File: src/rtl/sdq_pkg.sv
package sdq_pkg;

    localparam int MAX_SLEEPERS   = 16;
    localparam int THREAD_ID_BITS = 8;
    localparam int IDX_W          = $clog2(MAX_SLEEPERS);
    localparam int CNT_W          = $clog2(MAX_SLEEPERS + 1);
    localparam int TIME_W         = 32;
    localparam int DUR_W          = 31;
    localparam int KIND_W         = 2;

    localparam logic [TIME_W-1:0] SIGN_FLIP = {1'b1, {(TIME_W-1){1'b0}}};

    typedef enum logic {
        CMD_CHECK = 1'b0,
        CMD_SLEEP = 1'b1
    } t_cmd;

    typedef enum logic [KIND_W-1:0] {
        KIND_WAKE   = 2'd0,
        KIND_ACCEPT = 2'd1,
        KIND_REJECT = 2'd2
    } t_kind;

    typedef enum logic {
        ST_IDLE = 1'b0,
        ST_SCAN = 1'b1
    } t_state;

endpackage

File: src/rtl/sleep_deadline_queue_unit.sv
// Sleep queue of up to MAX_SLEEPERS threads kept in insertion order with their
// wake times. A sleep item is handled in the cycle it is accepted: busy stays low
// and its single result (accepted, or rejected when the queue is full) appears on
// the result ports in the next cycle. A check item holds busy high while it scans
// the queue. One entry is read per cycle from the queue memory's registered read
// port, so its compare in the shared 33-bit adder, which also forms wake times for
// sleep items, comes in the next cycle, and a closing step stores the new entry
// count. Each woken thread gives one result, held back one entry so that the final
// one carries o_last; results follow one another at most one per cycle and the
// last appears in the first cycle with busy low again.
// A check that finds nothing due gives no result. Results are strobed by o_strobe
// for exactly one cycle and cannot be stalled by the receiver.
module sleep_deadline_queue_unit
    import sdq_pkg::*;
(
    input  logic                i_clk,
    input  logic                i_rst_n,
    input  logic                start,
    output logic                busy,
    input  logic                i_command,
    input  logic [7:0]          i_thread_id,
    input  logic [DUR_W-1:0]    i_duration,
    input  logic signed [TIME_W-1:0] i_now,
    output logic                o_strobe,
    output logic [KIND_W-1:0]   o_kind,
    output logic [7:0]          o_woken_id,
    output logic                o_last
);

    t_state r_state, n_state;

    logic [CNT_W-1:0]          r_count, n_count;
    logic [CNT_W-1:0]          r_rd_idx, n_rd_idx;
    logic [CNT_W-1:0]          r_keep, n_keep;
    logic                      r_rd_valid, n_rd_valid;
    logic [TIME_W-1:0]         r_now;
    logic                      r_pend_valid, n_pend_valid;
    logic [THREAD_ID_BITS-1:0] r_pend_id, n_pend_id;

    logic                      r_strobe, n_strobe;
    t_kind                     r_kind, n_kind;
    logic [7:0]                r_woken_id, n_woken_id;
    logic                      r_last, n_last;

    logic [THREAD_ID_BITS-1:0] r_mem_id   [MAX_SLEEPERS];
    logic [TIME_W-1:0]         r_mem_wake [MAX_SLEEPERS];
    logic [THREAD_ID_BITS-1:0] r_rd_id;
    logic [TIME_W-1:0]         r_rd_wake;

    logic                      accept;
    logic                      rd_issue;
    logic                      wr_en;
    logic [IDX_W-1:0]          wr_idx;
    logic [THREAD_ID_BITS-1:0] wr_id;
    logic [TIME_W-1:0]         wr_wake;

    logic [TIME_W:0]           add_a, add_b, add_sum;
    logic                      add_cin;
    logic                      due;
    logic                      full;
    logic [THREAD_ID_BITS-1:0] in_id;

    assign accept  = start && (r_state == ST_IDLE);
    assign busy    = (r_state != ST_IDLE);
    assign full    = (r_count >= CNT_W'(MAX_SLEEPERS));
    assign in_id   = i_thread_id[THREAD_ID_BITS-1:0];
    assign rd_issue = (r_state == ST_SCAN) && (r_rd_idx != r_count);

    // Shared adder: wake time for a sleep, signed compare for a scan.
    // With both sides sign-flipped, now - wake without borrow means wake <= now.
    always_comb begin
        if (r_state == ST_SCAN) begin
            add_a   = {1'b0, r_now ^ SIGN_FLIP};
            add_b   = {1'b0, ~(r_rd_wake ^ SIGN_FLIP)};
            add_cin = 1'b1;
        end else begin
            add_a   = {1'b0, i_now};
            add_b   = {2'b00, i_duration};
            add_cin = 1'b0;
        end
    end

    assign add_sum = add_a + add_b + {{TIME_W{1'b0}}, add_cin};
    assign due     = add_sum[TIME_W];

    // Next state.
    always_comb begin
        n_state = r_state;
        unique case (r_state)
            ST_IDLE: begin
                if (accept && (t_cmd'(i_command) == CMD_CHECK)) begin
                    n_state = ST_SCAN;
                end
            end
            ST_SCAN: begin
                if (!rd_issue && !r_rd_valid) begin
                    n_state = ST_IDLE;
                end
            end
            default: n_state = ST_IDLE;
        endcase
    end

    // Datapath control and results.
    always_comb begin
        n_count      = r_count;
        n_rd_idx     = r_rd_idx;
        n_keep       = r_keep;
        n_rd_valid   = 1'b0;
        n_pend_valid = r_pend_valid;
        n_pend_id    = r_pend_id;
        n_strobe     = 1'b0;
        n_kind       = r_kind;
        n_woken_id   = r_woken_id;
        n_last       = r_last;
        wr_en        = 1'b0;
        wr_idx       = r_count[IDX_W-1:0];
        wr_id        = in_id;
        wr_wake      = add_sum[TIME_W-1:0];
        unique case (r_state)
            ST_IDLE: begin
                n_rd_idx     = '0;
                n_keep       = '0;
                n_pend_valid = 1'b0;
                if (accept && (t_cmd'(i_command) == CMD_SLEEP)) begin
                    n_strobe   = 1'b1;
                    n_woken_id = 8'(in_id);
                    n_last     = 1'b1;
                    if (full) begin
                        n_kind = KIND_REJECT;
                    end else begin
                        n_kind  = KIND_ACCEPT;
                        wr_en   = 1'b1;
                        n_count = r_count + 1'b1;
                    end
                end
            end
            ST_SCAN: begin
                if (rd_issue) begin
                    n_rd_idx   = r_rd_idx + 1'b1;
                    n_rd_valid = 1'b1;
                end
                if (r_rd_valid) begin
                    if (due) begin
                        // Emit the previously found thread; this one waits so
                        // that the final result can be marked.
                        if (r_pend_valid) begin
                            n_strobe   = 1'b1;
                            n_kind     = KIND_WAKE;
                            n_woken_id = 8'(r_pend_id);
                            n_last     = 1'b0;
                        end
                        n_pend_valid = 1'b1;
                        n_pend_id    = r_rd_id;
                    end else begin
                        wr_en   = 1'b1;
                        wr_idx  = r_keep[IDX_W-1:0];
                        wr_id   = r_rd_id;
                        wr_wake = r_rd_wake;
                        n_keep  = r_keep + 1'b1;
                    end
                end else if (!rd_issue) begin
                    n_count      = r_keep;
                    n_pend_valid = 1'b0;
                    if (r_pend_valid) begin
                        n_strobe   = 1'b1;
                        n_kind     = KIND_WAKE;
                        n_woken_id = 8'(r_pend_id);
                        n_last     = 1'b1;
                    end
                end
            end
            default: begin
                n_pend_valid = 1'b0;
            end
        endcase
    end

    always_ff @(posedge i_clk) begin
        if (!i_rst_n) begin
            r_state      <= ST_IDLE;
            r_count      <= '0;
            r_rd_idx     <= '0;
            r_keep       <= '0;
            r_rd_valid   <= 1'b0;
            r_pend_valid <= 1'b0;
            r_strobe     <= 1'b0;
        end else begin
            r_state      <= n_state;
            r_count      <= n_count;
            r_rd_idx     <= n_rd_idx;
            r_keep       <= n_keep;
            r_rd_valid   <= n_rd_valid;
            r_pend_valid <= n_pend_valid;
            r_strobe     <= n_strobe;
        end
    end

    always_ff @(posedge i_clk) begin
        r_pend_id  <= n_pend_id;
        r_kind     <= n_kind;
        r_woken_id <= n_woken_id;
        r_last     <= n_last;
        if (accept) begin
            r_now <= i_now;
        end
    end

    // Queue memory: one write port, one registered read port. A compaction
    // write always lands below the entry being read, so the two never collide.
    always_ff @(posedge i_clk) begin
        if (wr_en) begin
            r_mem_id[wr_idx]   <= wr_id;
            r_mem_wake[wr_idx] <= wr_wake;
        end
        if (rd_issue) begin
            r_rd_id   <= r_mem_id[r_rd_idx[IDX_W-1:0]];
            r_rd_wake <= r_mem_wake[r_rd_idx[IDX_W-1:0]];
        end
    end

    assign o_strobe   = r_strobe;
    assign o_kind     = r_kind;
    assign o_woken_id = r_woken_id;
    assign o_last     = r_last;

endmodule

File: config.mk
export PLATFORM = sky130hd
export DESIGN_NAME = sleep_deadline_queue_unit
export DESIGN_NICKNAME = d
export VERILOG_FILES = /design/src/rtl/sdq_pkg.sv /design/src/rtl/sleep_deadline_queue_unit.sv
export SDC_FILE = /design/constraint.sdc
export NUM_CORES = 1
export LEC_CHECK = 0
export BUFFER_PORTS_ARGS = -buffer_cell sky130_fd_sc_hd__buf_2
export CAP_MARGIN = 20
export CORE_ASPECT_RATIO = 1.75
export CORE_MARGIN = 4
export CORE_UTILIZATION = 40
export CTS_BUF_LIST = sky130_fd_sc_hd__clkbuf_4 sky130_fd_sc_hd__clkbuf_8
export DETAILED_ROUTE_END_ITERATION = 12
export PLACE_DENSITY = 0.66
export SLEW_MARGIN = 0
export SYNTH_ARGS = -nofsm -noshare
export SYNTH_HDL_FRONTEND = slang
export SYNTH_SLANG_ARGS = --single-unit
File: constraint.sdc
create_clock -name i_clk -period 8.6 [get_ports i_clk]
set_clock_uncertainty 0.05 [all_clocks]
set_input_delay 0.43 -clock i_clk [delete_from_list [all_inputs] [get_ports i_clk]]
set_output_delay 0.43 -clock i_clk [all_outputs]
set_load 0.01 [all_outputs]
After elaboration in Yosys (flattened, before gate mapping)
Memories as Yosys holds them, arrays and structs flattened. A register that Yosys moved wholly into a read port is not among the register bits.
Cells that the tools add are included.
{"block": "totals", "regBits": 70, "mem_bits_rw": 640, "in_bits": 75, "out_inout_bits": 13, "wordCells": 113, "mem_count": 2}
{"memory": "r_mem_wake", "words": 16, "word_bits": 32, "rd": 1, "rd_clocked_by_memory_dff": 1, "wr": 1, "line": "sleep_deadline_queue_unit.sv:46", "rtl": "logic [TIME_W-1:0] r_mem_wake [MAX_SLEEPERS];"}
{"memory": "r_mem_id", "words": 16, "word_bits": 8, "rd": 1, "rd_clocked_by_memory_dff": 1, "wr": 1, "line": "sleep_deadline_queue_unit.sv:45", "rtl": "logic [THREAD_ID_BITS-1:0] r_mem_id [MAX_SLEEPERS];"}
{"block": "op_classes", "add_sub_neg": 5, "order_cmp": 1, "eq_ne": 11, "mux": 63, "bitwise_logic": 5, "reduce_logical": 14}
{"operator": "two-way mux 32 bit", "count": 5}
{"operator": "two-way mux 8 bit", "count": 8}
{"operator": "two-way mux 5 bit", "count": 7}
{"operator": "adder 32 x 32 -> 33 bit", "count": 1}
{"operator": "adder 33 x 1 -> 33 bit", "count": 1}
{"operator": "inverter 32 bit", "count": 1}
{"operator": "case mux 5 bit (2 select lines)", "count": 3}
{"operator": "two-way mux 1 bit", "count": 24}
{"operator": "case mux 8 bit (2 select lines)", "count": 1}
{"operator": "adder 5 x 1 -> 5 bit (second input constant)", "count": 3}
{"operator": "two-way mux 2 bit", "count": 6}
{"operator": "two-way mux 4 bit", "count": 3}
{"operator": "case mux 1 bit (2 select lines)", "count": 5}
{"operator": "!= test 2 x 1 -> 1 bit (second input constant)", "count": 4}
{"operator": "!= test 2 bit (second input constant)", "count": 4}
{"operator": "AND reduction 4 bit", "count": 2}
{"operator": "AND reduction 2 bit", "count": 3}
{"operator": "AND reduction 3 bit", "count": 2}
{"operator": ">= comparator 5 bit (second input constant)", "count": 1}
{"operator": "logical AND 1 bit", "count": 5}
{"operator": "!= test 5 bit", "count": 1}
{"operator": "inverter 1 bit", "count": 4}
{"operator": "case mux 2 bit (2 select lines)", "count": 1}
{"operator": "!= test 3 x 2 -> 1 bit (second input constant)", "count": 1}
{"operator": "2 further kinds", "count": 3}

Logic depth before layout (Yosys ltp)
{"block": "logic_depth", "ltp_word": 10, "ltp_mapped": 17, "ltp_nobuf": 13}

Worst setup path after synthesis
No wires, ideal clock.
{"block": "synth_path", "path_type": "register to register", "from": "register r_state (netlist: busy)", "to": "memory r_mem_id[13][0] (enable)", "setup_ps": 498, "t_arrival_ps": 7055, "required_ps": 8052, "setup_slack_ps": 997, "path_stages_with_launch": 16, "path_buffers": 4, "period_less_slack_ps": 7603, "cell_sequence": "dfxtp_1 -> clkbuf_1 -> buf_1 -> clkbuf_1 -> a21oi_1 -> fa_1 -> fa_1 -> a211oi_2 -> o211ai_1 -> a32o_1 -> a311oi_2 -> o2bb2ai_1 -> nor3_1 -> buf_2 -> a32oi_1 -> a211oi_1"}
{"block": "synth_between", "elab_chain_cells": 8, "elab_cells_between_ends": 17, "cone_classes": "add/sub: 2; mux: 12; bitwise: 1; reduce/logical: 2"}
{"element": "start, declared", "line": "sleep_deadline_queue_unit.sv:30", "rtl": "t_state r_state, n_state;"}
{"element": "start signal, assigned", "line": "sleep_deadline_queue_unit.sv:189", "rtl": "r_state <= n_state;"}
{"element": "two-way mux 32 bit", "line": "sleep_deadline_queue_unit.sv:72", "rtl": "if (r_state == ST_SCAN) begin"}
{"element": "adder 32 x 32 -> 33 bit", "line": "sleep_deadline_queue_unit.sv:83", "rtl": "assign add_sum = add_a + add_b + {{TIME_W{1'b0}}, add_cin};"}
{"element": "adder 33 x 1 -> 33 bit", "line": "sleep_deadline_queue_unit.sv:83"}
{"element": "two-way mux 1 bit", "line": "sleep_deadline_queue_unit.sv:144", "rtl": "if (due) begin"}
{"element": "two-way mux 1 bit", "line": "sleep_deadline_queue_unit.sv:143", "rtl": "if (r_rd_valid) begin"}
{"element": "case mux 1 bit (2 select lines)", "line": "sleep_deadline_queue_unit.sv:120", "rtl": "unique case (r_state)"}
{"element": "two-way mux 1 bit", "line": "sleep_deadline_queue_unit.sv:212", "rtl": "if (wr_en) begin"}
{"element": "two-way mux 1 bit (implied by the code)", "line": "sleep_deadline_queue_unit.sv:213", "rtl": "r_mem_id[wr_idx] <= wr_id;"}
{"element": "end, declared", "line": "sleep_deadline_queue_unit.sv:45"}
Several ways; a longest one is shown, not always the timed one.

Final worst setup path
{"block": "layout_path", "from": "register r_state (netlist: busy)", "to": "memory r_mem_wake[0][30] (enable)"}
{"block": "layout_between", "elab_chain_cells": 8, "elab_cells_between_ends": 17, "cone_classes": "add/sub: 2; mux: 12; bitwise: 1; reduce/logical: 2"}
{"element": "two-way mux 32 bit", "line": "sleep_deadline_queue_unit.sv:72"}
{"element": "adder 32 x 32 -> 33 bit", "line": "sleep_deadline_queue_unit.sv:83"}
{"element": "adder 33 x 1 -> 33 bit", "line": "sleep_deadline_queue_unit.sv:83"}
{"element": "two-way mux 1 bit", "line": "sleep_deadline_queue_unit.sv:144"}
{"element": "two-way mux 1 bit", "line": "sleep_deadline_queue_unit.sv:143"}
{"element": "case mux 1 bit (2 select lines)", "line": "sleep_deadline_queue_unit.sv:120"}
{"element": "two-way mux 1 bit", "line": "sleep_deadline_queue_unit.sv:212"}
{"element": "two-way mux 1 bit (implied by the code)", "line": "sleep_deadline_queue_unit.sv:214", "rtl": "r_mem_wake[wr_idx] <= wr_wake;"}
{"element": "end, declared", "line": "sleep_deadline_queue_unit.sv:46"}
Several ways; a longest one is shown, not always the timed one.

==> run metrics <==
status complete, no violations; crit end category flip-flop; setup TNS after final layout 0 ns; highest clock rate between 0.15 and 0.2 GHz; H-tree levels 3; Post-Route WL ~75000 um; Compound-Gate Fraction of Synth Area approximately 3.7%; top post-synthesis cells by area edfxtp_1 72%, mux4_2 15%, mux2_2 1.5%; layout cells sized above 1 31.1%; largest net degree at the start of global routing between 100 and 150; drt pass-1 iters 6; EDFF count, synth approximately 730; highest-count cells in the layout ignoring fill and taps 731 x edfxtp_1, 200 x mux4_2, 103 x clkbuf_8; Internal 5910 uW; cell taking the most area after synthesis edfxtp_1; most common cell after layout, fill and taps aside edfxtp_1; Worst-path clk slew about 0.070 ns; top cell type's share of synthesized area 71.6%; root buffer cell clkbuf_8; DP Wirelength about 46000 um; Hold Crit Start i_thread_id[6]; Sw Share around a quarter; unrepaired setup endpoints after global routing no; Pwr per Cell Area about 220 nW/um2; worst skew pair latency approximately 0.73 ns; Avg Vias per Cell between 5 and 6; slew margin rel. about a quarter; CTS Buf Count 99; Psw between 1500 and 2000 uW; Final Setup Violations 0; clock sink count 750; Hold Slack 0.0713 ns; Setup WS post-layout between 2 and 2.5 ns; GR Util All Layers about 18%; starting density of the core just over 40%; adder-cell share of the synthesized area under 10%; Mapped Cells 1564; CP Launch Type flip-flop; WHS Endpoint o_woken_id[6]$_DFFE_PP_; Synth Flop Type edfxtp_1; FF-to-FF setup slack 2.41 ns; largest family of logic cells by synthesized area multiplexers; global-route wire length before repair between 100000 and 150000 um; CP Max Fanout 63; worst vdd ir ~0.12 mV; Ports 88; Fillers 6359; max-cap violations 0; fin. max-slew vios 0; Critical Path RT a little under 9 ns; final net count between 1500 and 2000; initial antenna violation count 2; DR iter-0 viols between 1500 and 2000; mux contribution to synthesized area between 10% and 20%; Synth Area in Simple Gates between 3 and 4%; row count around 130; Post-Synth XOR/XNOR Area between 1 and 1.5%; Arr. time, crit path between 6 and 7 ns; die width approximately 220 um; fraction of registers with async set/reset 0%; sequential cell area fraction in the yosys report 72.9%; Placer Congestion roughly 0.86; die area 81300 um2; synth unique cells 53; DR vias ~16000; clock share of power between 30% and 40%; Static Leak between 0.01 and 0.015 uW; ANT nets after route 0; worst r2r dst r_mem_wake[0][30]$_DFFE_PP_; Syn Area/Cell approximately 20 um2; mapped cell area roughly 31000 um2; worst slack, placed around 2.4 ns; setup bufs post-CTS 0; placed cells 2634; post-synthesis net count ~1700; HP Class in -> reg; Die Y roughly 370 um; Max Buffers Root-to-Sink 3; number of global-route vias before repair ~16000; fin crit period 6.19 ns; DRC 0; worst r2r path cells 12; CP peak stage delay between 0.8 and 0.9 ns; worst-margin pin slew ~1.1 ns; final global-route overflow total 0; WHS Path Cells 2; Combinational Power Share a little over a tenth; Flop pwr share roughly 56%; CP Class reg -> reg; Area Growth Syn to Fin 14.5%; post-synthesis register bit count 750; Slowest-stage cell, CP a21oi_4; R2R Path Start busy$_SDFF_PN0_; Buf/Inv on CP 2; CTS tree yes; CORE AREA around 76000 um2; Final Cycle Share 72.0%; CP Cell Sequence buf_4, mux2_2, ha_1, and3_1, and4_1, and4_1, nand4bb_1, o2bb2ai_1, or3_4, a31oi_1, a21oi_4, buf_4; Syn. warnings 0; Finished Layout Cells between 2000 and 3000; Routed wire per std cell about 26 um; endpoints failing hold 0; CP top delay family simple AND/OR/NAND/NOR gates; IO buf count between 80 and 90
==> Yosys cell counts, types with 2 or more instances <==
cell type / number
a211oi_1: 3
dfxtp_1: 19
edfxtp_1: 731
and3_1: 8
a21o_1: 20
o21a_1: 5
mux4_2: 200
mux2i_1: 2
and4_1: 5
a221oi_1: 3
xor2_1: 23
buf_2: 8
mux2_2: 40
nand3_1: 16
and2_1: 7
nand4_1: 7
nand2_1: 69
ha_1: 35
o31ai_1: 2
a21oi_1: 84
o21bai_1: 3
o211ai_1: 7
a311oi_1: 3
or3_4: 2
buf_1: 21
a31oi_1: 10
fa_1: 2
xnor2_1: 18
nor3b_2: 2
nor2_1: 84
nor3_1: 6
a31o_2: 2
clkbuf_1: 49
nand2b_1: 3
a32oi_1: 3
nor2b_1: 8
a211oi_2: 2
o21ai_0: 28
inv_1: 10
==> through the flow <==
stage | total power [uW] | cell area, um2 | utilization, %
after floorplan | 4830 | 30600 | -
after global placement | 5120 | 32500 | 42.7
after detailed placement | 5160 | 32500 | 42.8
after CTS | 7800 | 34900 | 45.9
after global routing | 8070 | 35100 | 46.1
final | 7780 | 35100 | 46.1
==> sequential cells by signal, indices dropped and copies added (netlist names), 8 cells and up <==
register,count
r_rd_wake,32
r_now,32
r_pend_id,8
o_woken_id,8
r_mem_wake,512
r_mem_id,128
r_rd_id,8
==> power by group through the flow <==
| stage | sequential [uW] | combinational, uW | clock [uW] |
|---|---|---|---|
| after CTS | 4330 | 767 | 2710 |
| after floorplan | 4400 | 437 | 0 |
| after global routing | 4320 | 879 | 2870 |
| after detailed placement | 4410 | 751 | 0 |
| final | 4320 | 816 | 2650 |
| after global placement | 4410 | 710 | 0 |
==> how the worst max path moves through the flow <==
stage	from	end	slack [ns]	cells past startpoint
after floorplan	busy$_SDFF_PN0_	r_mem_id[13][0]$_DFFE_PP_	1.0	15
after CTS	busy$_SDFF_PN0_	r_mem_wake[0][26]$_DFFE_PP_	2.39	12
after global placement	busy$_SDFF_PN0_	r_mem_wake[0][12]$_DFFE_PP_	2.59	13
after detailed placement	busy$_SDFF_PN0_	r_mem_wake[0][12]$_DFFE_PP_	2.45	12
final	busy$_SDFF_PN0_	r_mem_wake[0][30]$_DFFE_PP_	2.41	12
after global routing	busy$_SDFF_PN0_	r_mem_wake[0][12]$_DFFE_PP_	2.10	12
==> per-layer routing <==
| layer | global-route usage (%) | vias up | wire [um] |
|---|---|---|---|
| met3 | 3.41 | 91 | 5340 |
| met2 | 31.2 | 682 | 38600 |
| met1 | 24.5 | 8414 | 29700 |
| met4 | 5.27 | 0 | 1770 |
| li1 | - | 6858 | - |
| met5 | 0 | - | 0 |
==> cell type report <==
class                      instances  area (um2)  share of cell area, %
clock buffer                     127        1590                   4.54
sequential                       750       22300                   63.7
timing repair buffer             187        1330                   3.78
tap                             1020        1280                   3.64
inverter                          11        41.3                  0.118
clock inverter                    57         375                   1.07
antenna                            1        2.50                0.00713
multi-input combinational        724        8110                   23.1
==> cells by family (layout without fill, tap and decap cells) <==
kind of cell               after synthesis  after routing
DFF                                    750            750
AOI/OAI and AO/OA                      184            184
xor gates and xnor gates                41             41
buffers and inverters                   90            382
other                                    0              1
adders and majority gates               37             37
muxes                                  242            242
and+or+nand+nor                        220            220
==> timing repair <==
action	4_1_cts	5_1_grt
resized for setup	0	0
hold buffers	39	0
endpoints found under the hold margin	44	0
Power figures use the tool's default switching activity.
